$ cat src/design/assert_macros.svh
// Assertion macros shared by the vector clock table modules.
`ifndef ASSERT_MACROS_SVH
`define ASSERT_MACROS_SVH
`ifndef SYNTH
// Same-cycle implication, checked on every rising edge of clk outside reset.
`define VCT_ASSERT_IMPL(label, ante, cons) \
  label: assert property (@(posedge clk) disable iff (!rst_n) (ante) |-> (cons)) \
    else $error("vector clock table check failed");
// Next-cycle implication, checked on every rising edge of clk outside reset.
`define VCT_ASSERT_NEXT(label, ante, cons) \
  label: assert property (@(posedge clk) disable iff (!rst_n) (ante) |=> (cons)) \
    else $error("vector clock table check failed");
`else
`define VCT_ASSERT_IMPL(label, ante, cons)
`define VCT_ASSERT_NEXT(label, ante, cons)
`endif
`endif

$ cat src/design/vct_pkg.sv
// Types and constants shared by the vector clock table modules.
package vct_pkg;

  localparam int FIELD_W = 2;
  localparam int OUT_VALUE_W = 16;

  // Event kinds carried on in_operation.
  localparam logic [FIELD_W-1:0] OP_LOCAL = 2'd0;
  localparam logic [FIELD_W-1:0] OP_SEND  = 2'd1;
  localparam logic [FIELD_W-1:0] OP_RECV  = 2'd2;

  // One classified event request waiting for the back end.
  typedef struct packed {
    logic               is_recv;
    logic [FIELD_W-1:0] act;
    logic [FIELD_W-1:0] src;
  } cmd_t;

  // Back-end sequencer states.
  typedef enum logic [1:0] {
    ST_IDLE,
    ST_RUN,
    ST_DRAIN
  } back_state_t;

endpackage

$ cat src/design/vct_ram.sv
// Generic single-write, dual-read RAM with registered read data.
module vct_ram #(
  parameter int WIDTH = 16,
  parameter int DEPTH = 16
) (
  input  logic                     clk,
  input  logic                     wr_en,
  input  logic [$clog2(DEPTH)-1:0] wr_addr,
  input  logic [WIDTH-1:0]         wr_data,
  input  logic [$clog2(DEPTH)-1:0] rda_addr,
  output logic [WIDTH-1:0]         rda_data,
  input  logic [$clog2(DEPTH)-1:0] rdb_addr,
  output logic [WIDTH-1:0]         rdb_data
);

  logic [WIDTH-1:0] mem_r [DEPTH];
  logic [WIDTH-1:0] rda_r;
  logic [WIDTH-1:0] rdb_r;

  // Write port and two registered read ports.
  always_ff @(posedge clk) begin
    if (wr_en) begin
      mem_r[wr_addr] <= wr_data;
    end
    rda_r <= mem_r[rda_addr];
    rdb_r <= mem_r[rdb_addr];
  end

  assign rda_data = rda_r;
  assign rdb_data = rdb_r;

endmodule

$ cat src/design/vct_front.sv
// Front end: accepts event requests, drops invalid ones and queues the rest.
`include "assert_macros.svh"
module vct_front #(
  parameter int NODES = 4
) (
  input  logic                           clk,
  input  logic                           rst_n,
  input  logic                           start,
  output logic                           busy,
  input  logic [vct_pkg::FIELD_W-1:0]    in_operation,
  input  logic [vct_pkg::FIELD_W-1:0]    in_acting_node,
  input  logic [vct_pkg::FIELD_W-1:0]    in_source_node,
  output logic                           q_valid,
  output vct_pkg::cmd_t                  q_cmd,
  input  logic                           q_pop
);

  vct_pkg::cmd_t ent_r [2];
  logic          wr_ptr_r;
  logic          rd_ptr_r;
  logic [1:0]    cnt_r;
  logic [1:0]    cnt_nxt;
  logic          act_ok;
  logic          src_ok;
  logic          keep;
  logic          push;

  // Node numbers beyond the table make the request a no-op.
  assign act_ok = (32'(in_acting_node) < NODES);
  assign src_ok = (32'(in_source_node) < NODES);

  // Classify the event kind; the unused code is dropped.
  always_comb begin
    unique case (in_operation) inside
      vct_pkg::OP_LOCAL, vct_pkg::OP_SEND: keep = act_ok;
      vct_pkg::OP_RECV:                    keep = act_ok && src_ok;
      default:                             keep = 1'b0;
    endcase
  end

  assign busy    = (cnt_r == 2'd2);
  assign push    = start && !busy && keep;
  assign q_valid = (cnt_r != 2'd0);
  assign q_cmd   = ent_r[rd_ptr_r];

  always_comb begin
    cnt_nxt = cnt_r;
    if (push && !q_pop) begin
      cnt_nxt = cnt_r + 2'd1;
    end else if (!push && q_pop) begin
      cnt_nxt = cnt_r - 2'd1;
    end
  end

  // Two-entry queue control.
  always_ff @(posedge clk) begin
    if (!rst_n) begin
      wr_ptr_r <= 1'b0;
      rd_ptr_r <= 1'b0;
      cnt_r    <= 2'd0;
    end else begin
      cnt_r <= cnt_nxt;
      if (push) begin
        wr_ptr_r <= !wr_ptr_r;
      end
      if (q_pop) begin
        rd_ptr_r <= !rd_ptr_r;
      end
    end
  end

  // Queue payload.
  always_ff @(posedge clk) begin
    if (push) begin
      ent_r[wr_ptr_r] <= '{is_recv: (in_operation == vct_pkg::OP_RECV),
                           act:     in_acting_node,
                           src:     in_source_node};
    end
  end

  `VCT_ASSERT_IMPL(a_pop_needs_entry, q_pop, cnt_r != 2'd0)

endmodule

$ cat src/design/vct_back.sv
// Back end: walks the acting row element by element, merges, bumps and emits.
`include "assert_macros.svh"
module vct_back #(
  parameter int NODES       = 4,
  parameter int COUNT_WIDTH = 16
) (
  input  logic                              clk,
  input  logic                              rst_n,
  input  logic                              q_valid,
  input  vct_pkg::cmd_t                     q_cmd,
  output logic                              q_pop,
  output logic                              out_strobe,
  output logic [vct_pkg::FIELD_W-1:0]       out_element_index,
  output logic [vct_pkg::OUT_VALUE_W-1:0]   out_element_value,
  output logic                              out_saturated,
  output logic                              out_last
);

  localparam int DEPTH = NODES * NODES;
  localparam int AW    = $clog2(DEPTH);
  localparam int KW    = $clog2(NODES);
  localparam logic [KW-1:0]          K_LAST = KW'(NODES - 1);
  localparam logic [COUNT_WIDTH-1:0] C_MAX  = '1;

  vct_pkg::back_state_t state_r;
  vct_pkg::back_state_t state_nxt;
  vct_pkg::cmd_t        cmd_r;
  logic [KW-1:0]        rd_k_r;
  logic                 rd_en;
  logic [AW-1:0]        act_addr;
  logic [AW-1:0]        src_addr;
  logic [DEPTH-1:0]     vld_r;

  logic                 s1_vld_r;
  logic                 s1_last_r;
  logic [KW-1:0]        s1_k_r;
  logic [AW-1:0]        s1_addr_r;
  logic                 a_hit_r;
  logic                 s_hit_r;

  logic [COUNT_WIDTH-1:0] a_q;
  logic [COUNT_WIDTH-1:0] s_q;
  logic [COUNT_WIDTH-1:0] a_val;
  logic [COUNT_WIDTH-1:0] s_val;
  logic [COUNT_WIDTH-1:0] merged;
  logic [COUNT_WIDTH-1:0] new_val;
  logic                   own;

  logic                           out_strobe_r;
  logic [vct_pkg::FIELD_W-1:0]    out_index_r;
  logic [vct_pkg::OUT_VALUE_W-1:0] out_value_r;
  logic                           out_sat_r;
  logic                           out_last_r;

  // Sequencer next state.
  always_comb begin
    state_nxt = state_r;
    unique case (state_r)
      vct_pkg::ST_IDLE:  if (q_valid) state_nxt = vct_pkg::ST_RUN;
      vct_pkg::ST_RUN:   if (rd_k_r == K_LAST) state_nxt = vct_pkg::ST_DRAIN;
      vct_pkg::ST_DRAIN: state_nxt = q_valid ? vct_pkg::ST_RUN : vct_pkg::ST_IDLE;
      default:           state_nxt = vct_pkg::ST_IDLE;
    endcase
  end

  // Sequencer outputs. The drain cycle lets the last write land before the
  // next request reads the table.
  always_comb begin
    q_pop = 1'b0;
    rd_en = 1'b0;
    unique case (state_r)
      vct_pkg::ST_IDLE:  q_pop = q_valid;
      vct_pkg::ST_RUN:   rd_en = 1'b1;
      vct_pkg::ST_DRAIN: q_pop = q_valid;
      default:           q_pop = 1'b0;
    endcase
  end

  // Table addresses of element k in the acting and source rows.
  assign act_addr = AW'(32'(cmd_r.act) * NODES + 32'(rd_k_r));
  assign src_addr = AW'(32'(cmd_r.src) * NODES + 32'(rd_k_r));

  // Control registers.
  always_ff @(posedge clk) begin
    if (!rst_n) begin
      state_r      <= vct_pkg::ST_IDLE;
      rd_k_r       <= '0;
      s1_vld_r     <= 1'b0;
      s1_last_r    <= 1'b0;
      vld_r        <= '0;
      out_strobe_r <= 1'b0;
    end else begin
      state_r <= state_nxt;
      if (q_pop) begin
        rd_k_r <= '0;
      end else if (rd_en) begin
        rd_k_r <= rd_k_r + KW'(1);
      end
      s1_vld_r  <= rd_en;
      s1_last_r <= rd_en && (rd_k_r == K_LAST);
      if (s1_vld_r) begin
        vld_r[s1_addr_r] <= 1'b1;
      end
      out_strobe_r <= s1_vld_r;
    end
  end

  // Request and read-stage payload.
  always_ff @(posedge clk) begin
    if (q_pop) begin
      cmd_r <= q_cmd;
    end
    s1_k_r    <= rd_k_r;
    s1_addr_r <= act_addr;
    a_hit_r   <= vld_r[act_addr];
    s_hit_r   <= vld_r[src_addr];
  end

  vct_ram #(
    .WIDTH (COUNT_WIDTH),
    .DEPTH (DEPTH)
  ) u_table (
    .clk      (clk),
    .wr_en    (s1_vld_r),
    .wr_addr  (s1_addr_r),
    .wr_data  (new_val),
    .rda_addr (act_addr),
    .rda_data (a_q),
    .rdb_addr (src_addr),
    .rdb_data (s_q)
  );

  // Entries never written read as zero. Merge by maximum, then bump own entry.
  assign a_val   = a_hit_r ? a_q : '0;
  assign s_val   = s_hit_r ? s_q : '0;
  assign merged  = (cmd_r.is_recv && (s_val > a_val)) ? s_val : a_val;
  assign own     = (32'(s1_k_r) == 32'(cmd_r.act));
  assign new_val = (own && (merged != C_MAX)) ? merged + COUNT_WIDTH'(1) : merged;

  // Result register.
  always_ff @(posedge clk) begin
    out_index_r <= vct_pkg::FIELD_W'(s1_k_r);
    out_value_r <= vct_pkg::OUT_VALUE_W'(new_val);
    out_sat_r   <= (new_val == C_MAX);
    out_last_r  <= s1_last_r;
  end

  assign out_strobe        = out_strobe_r;
  assign out_element_index = out_index_r;
  assign out_element_value = out_value_r;
  assign out_saturated     = out_sat_r;
  assign out_last          = out_last_r;

  `VCT_ASSERT_NEXT(a_gap_after_last, out_strobe_r && out_last_r, !out_strobe_r)
  `VCT_ASSERT_NEXT(a_index_steps, out_strobe_r && !out_last_r,
                   out_strobe_r && (out_index_r == 2'($past(out_index_r) + 2'd1)))
  `VCT_ASSERT_IMPL(a_pop_not_running, q_pop, !rd_en && !(s1_vld_r && !s1_last_r))

endmodule

$ cat src/design/vector_clock_table.sv
// Top level of the vector clock table: front end, request queue and back end.
//
// Usage: drive in_operation, in_acting_node and in_source_node with start high;
// the request is taken at a rising edge where start is high and busy is low.
// Operation 0 (local) and 1 (send) bump the acting node's own entry; operation
// 2 (receive) first merges the source node's vector by element-wise maximum.
// Requests with the unused operation code or an out-of-range node are dropped
// and produce no results.
// Each kept request produces NODES results on out_strobe, element 0 first, with
// out_last on the final one. The receiver cannot hold results off; each result
// is present for exactly one cycle.
// The request passes through the queue, the request register, the registered
// table read and the result register before its first result strobes.
// The back end reads and writes one table element per cycle through the table
// RAM, then waits in a drain state for the final write to land before it takes
// the next request. A two-entry queue holds waiting requests; busy is high
// while it is full.
// Reset (synchronous, rst_n low) empties the queue and marks every table entry
// as zero through per-entry valid bits; no clearing pass is needed.
module vector_clock_table #(
  parameter int NODES       = 4,
  parameter int COUNT_WIDTH = 16
) (
  input  logic                            clk,
  input  logic                            rst_n,
  input  logic                            start,
  output logic                            busy,
  input  logic [vct_pkg::FIELD_W-1:0]     in_operation,
  input  logic [vct_pkg::FIELD_W-1:0]     in_acting_node,
  input  logic [vct_pkg::FIELD_W-1:0]     in_source_node,
  output logic                            out_strobe,
  output logic [vct_pkg::FIELD_W-1:0]     out_element_index,
  output logic [vct_pkg::OUT_VALUE_W-1:0] out_element_value,
  output logic                            out_saturated,
  output logic                            out_last
);

  logic          q_valid;
  logic          q_pop;
  vct_pkg::cmd_t q_cmd;

  vct_front #(
    .NODES (NODES)
  ) u_front (
    .clk            (clk),
    .rst_n          (rst_n),
    .start          (start),
    .busy           (busy),
    .in_operation   (in_operation),
    .in_acting_node (in_acting_node),
    .in_source_node (in_source_node),
    .q_valid        (q_valid),
    .q_cmd          (q_cmd),
    .q_pop          (q_pop)
  );

  vct_back #(
    .NODES       (NODES),
    .COUNT_WIDTH (COUNT_WIDTH)
  ) u_back (
    .clk               (clk),
    .rst_n             (rst_n),
    .q_valid           (q_valid),
    .q_cmd             (q_cmd),
    .q_pop             (q_pop),
    .out_strobe        (out_strobe),
    .out_element_index (out_element_index),
    .out_element_value (out_element_value),
    .out_saturated     (out_saturated),
    .out_last          (out_last)
  );

endmodule
$ cat config.mk
export PLATFORM = sky130hd
export DESIGN_NAME = vector_clock_table
export DESIGN_NICKNAME = d
export VERILOG_FILES = /design/src/design/vct_pkg.sv /design/src/design/vct_ram.sv /design/src/design/vct_front.sv /design/src/design/vct_back.sv /design/src/design/vector_clock_table.sv
export VERILOG_INCLUDE_DIRS = /design/src /design/src/design
export SDC_FILE = /design/constraint.sdc
export NUM_CORES = 1
export LEC_CHECK = 0
export ABC_AREA = 1
export BUFFER_PORTS_ARGS = -buffer_cell sky130_fd_sc_hd__buf_2
export CORE_ASPECT_RATIO = 0.6
export CORE_UTILIZATION = 45
export CTS_CLUSTER_DIAMETER = 120
export DETAILED_ROUTE_END_ITERATION = 7
export PLACE_DENSITY_LB_ADDON = 0.15
export SETUP_SLACK_MARGIN = 0.15
export SYNTH_ARGS = -nofsm -noshare
export SYNTH_HDL_FRONTEND = slang
export SYNTH_SLANG_ARGS = --single-unit
$ cat constraint.sdc
create_clock -name clk -period 5 [get_ports clk]
set_input_delay 1 -clock clk [delete_from_list [all_inputs] [get_ports clk]]
set_output_delay 1 -clock clk [all_outputs]
set_load 0.02 [all_outputs]
==> impl_metrics.ini, run 1 <==
[run_status]
status = finished clean

[power]
p_leak_nw = 6.586
p_per_area_nw_per_um2 = 617.0
power_mw = 10.44
irDropWorstVdd_v = 0.0003187

[worst_setup_path]
cp_slowest_cell = dfxtp_1
cp.required_ns = 5.46
worstPathArrival_ns = 4.82
endpoint_kind = register
path_buf_inv = 1
cp_cell_sequence = nand2_1, inv_1, ha_1, nand4_1, nor2_2, a31oi_2, nand2_2, nand2_1, nand2_2, ha_1, nand2_1, nor2_1, nand2_1, nor2_1, nor2_2, nand2_1, nand2_1, nand2_1, nor2_1, nand3_1, nor2_1
slowest_delay_ns = 0.72
cpMostUsedCell = nand2_1
critPathMaxFanout = 21
crit_path_start_kind = register
critical_path.top_delay_family = simple AND/OR/NAND/NOR gates
path_class = register to register

[die]
start_util_pct = 46.24
chipWidth_um = 238.8
die_y_um = 144.1
io_pins = 31
fp-row-count = 51
die_area_um2 = 34400
coreArea_um2 = 32740

[global_routing]
grt_max_degree = 88
antenna_found_initial = 0
grt_pass1_wl_mm = 60.62
grt_pass1_vias = 9564
grt.overflow.total = 0
grt.total_usage_pct = 24.10

[logic_synthesis]
yosys-top-cells-area = edfxtp_1 54%, nand2_1 12%, dfxtp_1 11%
synthCells = 1402
ys_types = 40
ys_seq_area_share_pct = 65.01
ys_ff_latch = 356
syn_avg_cell_area_um2 = 10.80
yosys.area.top_type = edfxtp_1
syn_nets = 1430
synth_area_um2 = 15140
yosysWarnings = 0
synth_top_area_share_pct = 53.77

[finish]
antennaDiodeCount = 0
final.fill_count = 2869
finalNetCount = 1441
layout_commonest_cell = nand2_1
drive_gt1_share_pct = 11.61
area.growth.synth_to_final_pct = 11.80
mostFrequentLayoutCells = 466 x nand2_1, 271 x edfxtp_1, 115 x a21oi_1

[cts]
cts_max_path_buffers = 3
cts_tree = yes
cts_hold_buf = 0
clk_pin_slew_ns = 0.06
cts-buffers-inserted = 35
clkSinkCount = 356
clk_latency_ns = 0.52
h-tree-depth = 2
root_buffer = clkbuf_16
cts_setup_buffers = 0

[timing]
finalSetupViolCount = 0
slew_violations = 0
slew_headroom_pct = 20.44
finalHoldViolCount = 0
clock_skew_ns = 0.01076
finalCriticalPeriod_ns = 4.358
period_share_pct = 87.15
worst_pin_slew_ns = 1.192
fin_setup_tns_ns = 0
max_freq_mhz = 229.5
rsz0062_at_grt = no

[place]
port_buffers = 30
place_congestion = 0.9220
hpwl_mm = 23.76

[detailed_routing]
drtIter0Drc = 1011
wire_per_inst_um = 21.53
drt_wl_total_mm = 40.68
first_pass_iters = 5
vias = 10390
ant_nets = 0
routed_via_density = 5.499
drc = 0

[flow_run]
maxCapViolCount = 0

[min_path]
hold_path.class = register to register
through the flow:
| step | utilization [%] | setup WS (ns) | hold slack (ns) | cells | instance area, um2 |
|---|---|---|---|---|---|
| global placement | 48.20 | 0.7217 | 0.3140 | 1826 | 15780 |
| global route | 51.69 | 0.2230 | 0.3524 | 1889 | 16920 |
| finish | 51.69 | 0.6424 | 0.3384 | 1889 | 16920 |
| detailed placement | 48.20 | 0.6541 | 0.3164 | 1826 | 15780 |
| floorplan | - | 1.461 | 0.3096 | 1402 | 15140 |
| CTS | 51.68 | 0.6138 | 0.3477 | 1889 | 16920 |
state kept, by name (all words and copies together) (netlist names), 2 cells and up:
register	flops
u_front.cnt_r	2
u_back.u_table.rda_data	16
u_back.vld_r	16
u_back.out_element_index	2
u_back.state_r	2
u_back.rd_k_r	2
u_back.out_element_value	16
u_back.cmd_r	5
u_back.s1_addr_r	3
u_back.u_table.mem_r	256
u_back.u_table.rdb_data	16
u_front.ent_r	10
kinds of logic after synthesis:
family,count (synthesis),synth area share [%]
adders and majority gates,19,1.571
xor gates and xnor gates,7,0.4051
buffers and inverters,162,4.398
and+or+nand+nor,627,17.52
DFF,356,65.01
AOI/OAI and AO/OA,231,11.09
Yosys cell counts, drive strengths merged:
cell type  number
nand2         489
edfxtp        271
a21oi         115
a32o          100
nor2           89
dfxtp          85
inv            81
clkbuf         57
nand3          33
buf            20
ha             19
o21ai          10
nand4           7
nor3            5
clkinv          4
xnor2           4
nand3b          3
xor2            3
o21a            2
a21o            1
a31oi           1
and3            1
o21bai          1
o32a            1
worst paths after layout:
kind | start | endpoint | slack, ns | depth (start not counted)
hold reg to reg | u_back.s1_last_r | u_back.out_last | 0.34 | 0
setup reg to reg | u_back.s_hit_r | u_back.out_saturated | 0.64 | 21
hold / removal | u_back.s1_last_r | u_back.out_last | 0.34 | 0
setup / recovery | u_back.s_hit_r | u_back.out_saturated | 0.64 | 21
area by class of cell:
class / count / area (um2) / share of cell area, %
Clock buffer: 47 / 983.4 / 5.812
Clock inverter: 16 / 155.1 / 0.9169
Inverter: 85 / 326.6 / 1.930
Multi-Input combinational cell: 884 / 4741 / 28.02
Sequential cell: 356 / 9844 / 58.18
Tap cell: 450 / 563.0 / 3.327
Timing Repair Buffer: 51 / 307.8 / 1.819
metal layers:
layer  vias to the layer above  wire length (um)  share of wire [%]  track usage [%]
li1                       4905                 -                  -                -
met1                      5012             20410                 50            37.12
met2                       412             16000                 39            33.29
met3                        58              3352                8.2            5.745
met4                         0               909                2.2            6.883
met5                         -                 0                  0                0
timing repair:
item                       4_1_cts  5_1_grt
gates resized for setup          0        2
setup endpoints to repair        0        1
hold endpoints to repair         0        0
where the power goes:
group          internal, mW  leakage (nW)  total [mW]  switching, mW
clock                  1.54         0.567        2.65           1.11
sequential             3.94          3.20        4.20          0.256
combinational          1.04          2.82        3.59           2.55
total                  6.52          6.59        10.4           3.92
No activity file was read; power rests on OpenSTA's default activity.
==> run 2: changes to the inputs <==
- CORE_MARGIN: unset -> 2
- RECOVER_POWER: unset -> 25
==> impl_metrics.ini, run 2 (synthesized netlist as in run 1, its figures left out) <==
[run_status]
status = complete, but fails checks
violations = capacitance limit, slew limit

[place]
place_congestion = 0.8640
port_buffers = 30
hpwl_mm = 24.11

[timing]
worst_pin_slew_ns = 2.863
finalHoldViolCount = 0
finalCriticalPeriod_ns = 4.328
finalSetupViolCount = 0
period_share_pct = 86.55
fin_setup_tns_ns = 0
clock_skew_ns = 0.01865
max_freq_mhz = 231.1
slew_headroom_pct = -91.55
slew_violations = 306
rsz0062_at_grt = no

[power]
p_leak_nw = 6.445
irDropWorstVdd_v = 0.0003232
power_mw = 10.14
p_sw_mw = 3.818
swShare_pct = 37.66
internal_power_mw = 6.321
seq_power_share_pct = 41.1
p_comb_share_pct = 35.1
p_per_area_nw_per_um2 = 606.8
p_clk_share_pct = 23.8

[finish]
antennaDiodeCount = 0
largest_reg_flops = 256
regArea_um2 = 9843
mostFrequentLayoutCells = 467 x nand2_1, 271 x edfxtp_1, 115 x a21oi_1
finalNetCount = 1443
area.growth.synth_to_final_pct = 10.40
layout_commonest_cell = nand2_1
drive_gt1_share_pct = 8.819
final.fill_count = 2990
regMostFlops = u_back.u_table.mem_r
multi_input_area_um2 = 4663

[detailed_routing]
drc = 0
vias = 10360
drtIter0Drc = 1114
ant_nets = 0
first_pass_iters = 5
routed_via_density = 5.482
drt_wl_total_mm = 40.08
wire_per_inst_um = 21.20

[global_routing]
grt_pass1_vias = 9149
grt_max_degree = 87
grt_pass1_wl_mm = 59.81
grt.total_usage_pct = 23.05
antenna_found_initial = 0
grt.overflow.total = 0

[cts]
cts_resized = 0
cts_tree = yes
clkSinkCount = 356
clk_latency_ns = 0.53
clk_pin_slew_ns = 0.06
cts-buffers-inserted = 34
h-tree-depth = 2
cts_hold_buf = 0
cts_max_path_buffers = 3
root_buffer = clkbuf_16
cts_setup_buffers = 0

[die]
coreArea_um2 = 32800
io_pins = 31
die_area_um2 = 35170
fp-row-count = 51
start_util_pct = 46.15
die_y_um = 146.1
chipWidth_um = 240.8

[min_path]
worstHoldPathCells = 0
hold_path.class = register to register

[worst_setup_path]
cp.required_ns = 5.47
endpoint_kind = register
crit_path_start_kind = register
critPathMaxFanout = 37
reg2reg_depth = 12
worstPathArrival_ns = 4.79
path_class = register to register

[flow_run]
maxCapViolCount = 13
==> run 2: changes by cell type in the layout (fill, tap and decap cells not counted), moves of 2 or more <==
cell,before,now
clkinv_2,9,6
clkbuf_1,8,36
nor2_1,65,75
nor2_4,17,7
bufinv_16,3,0
clkinv_4,0,2
buf_2,30,8
clkbuf_16,37,35
==> run 2: power by group through the flow <==
| stage | sequential [mW] | clock, mW | combinational, mW |
|---|---|---|---|
| floorplan | 4.12 | 0 | 2.55 |
| detailed placement | 4.21 | 0 | 3.53 |
| global route | 4.19 | 2.58 | 3.92 |
| CTS | 4.16 | 2.46 | 3.55 |
| global placement | 4.23 | 0 | 3.50 |
| finish | 4.17 | 2.42 | 3.56 |
==> run 2: layout make-up <==
| type | instances | share of cell area [%] |
|---|---|---|
| clock buffer | 48 | 5.713 |
| clock inverter | 13 | 0.4268 |
| inverter | 85 | 1.954 |
| multi-input combinational | 884 | 27.91 |
| sequential | 356 | 58.91 |
| tap | 450 | 3.370 |
| timing repair buffer | 54 | 1.722 |
==> run 2: worst paths after layout <==
path                                  startpoint                    to  slack, ns
worst max-delay path             u_back.cmd_r[2]  u_back.out_saturated       0.67
worst min register to register  u_back.s1_last_r       u_back.out_last       0.33
worst min-delay path            u_back.s1_last_r       u_back.out_last       0.33
worst max register to register   u_back.cmd_r[2]  u_back.out_saturated       0.67
==> run 2: critical path, stage by stage, from the launching register on <==
cell	delay (ns)
edfxtp_1	0.32
clkbuf_1	1.52
clkinv_1	0.32
nand2_1	0.13
and3_1	0.53
inv_1	0.16
nor2_2	0.30
nand2_1	0.10
nand2_1	0.49
nand2_1	0.11
nor2_1	0.11
nand3_1	0.08
nor2_1	0.09
==> run 2: routing by layer <==
metal	GRT usage, %	vias up	part of all wire, %
li1	-	4906	-
met1	38.55	5028	51
met2	30.48	383	39
met3	4.197	44	8.3
met4	4.722	0	1.4
met5	0	-	0
==> run 2: stage by stage <==
step / worst slack, ns / std cells / hold WS, ns / utilization, % / instance area (um2)
floorplan: 1.461 / 1402 / 0.3096 / - / 15140
global placement: 0.9466 / 1829 / 0.3111 / 48.16 / 15800
detailed placement: 0.9162 / 1829 / 0.3158 / 48.16 / 15800
CTS: 0.8667 / 1890 / 0.3295 / 51.29 / 16820
global route: 0.3214 / 1890 / 0.3433 / 50.95 / 16710
finish: 0.6725 / 1890 / 0.3267 / 50.95 / 16710
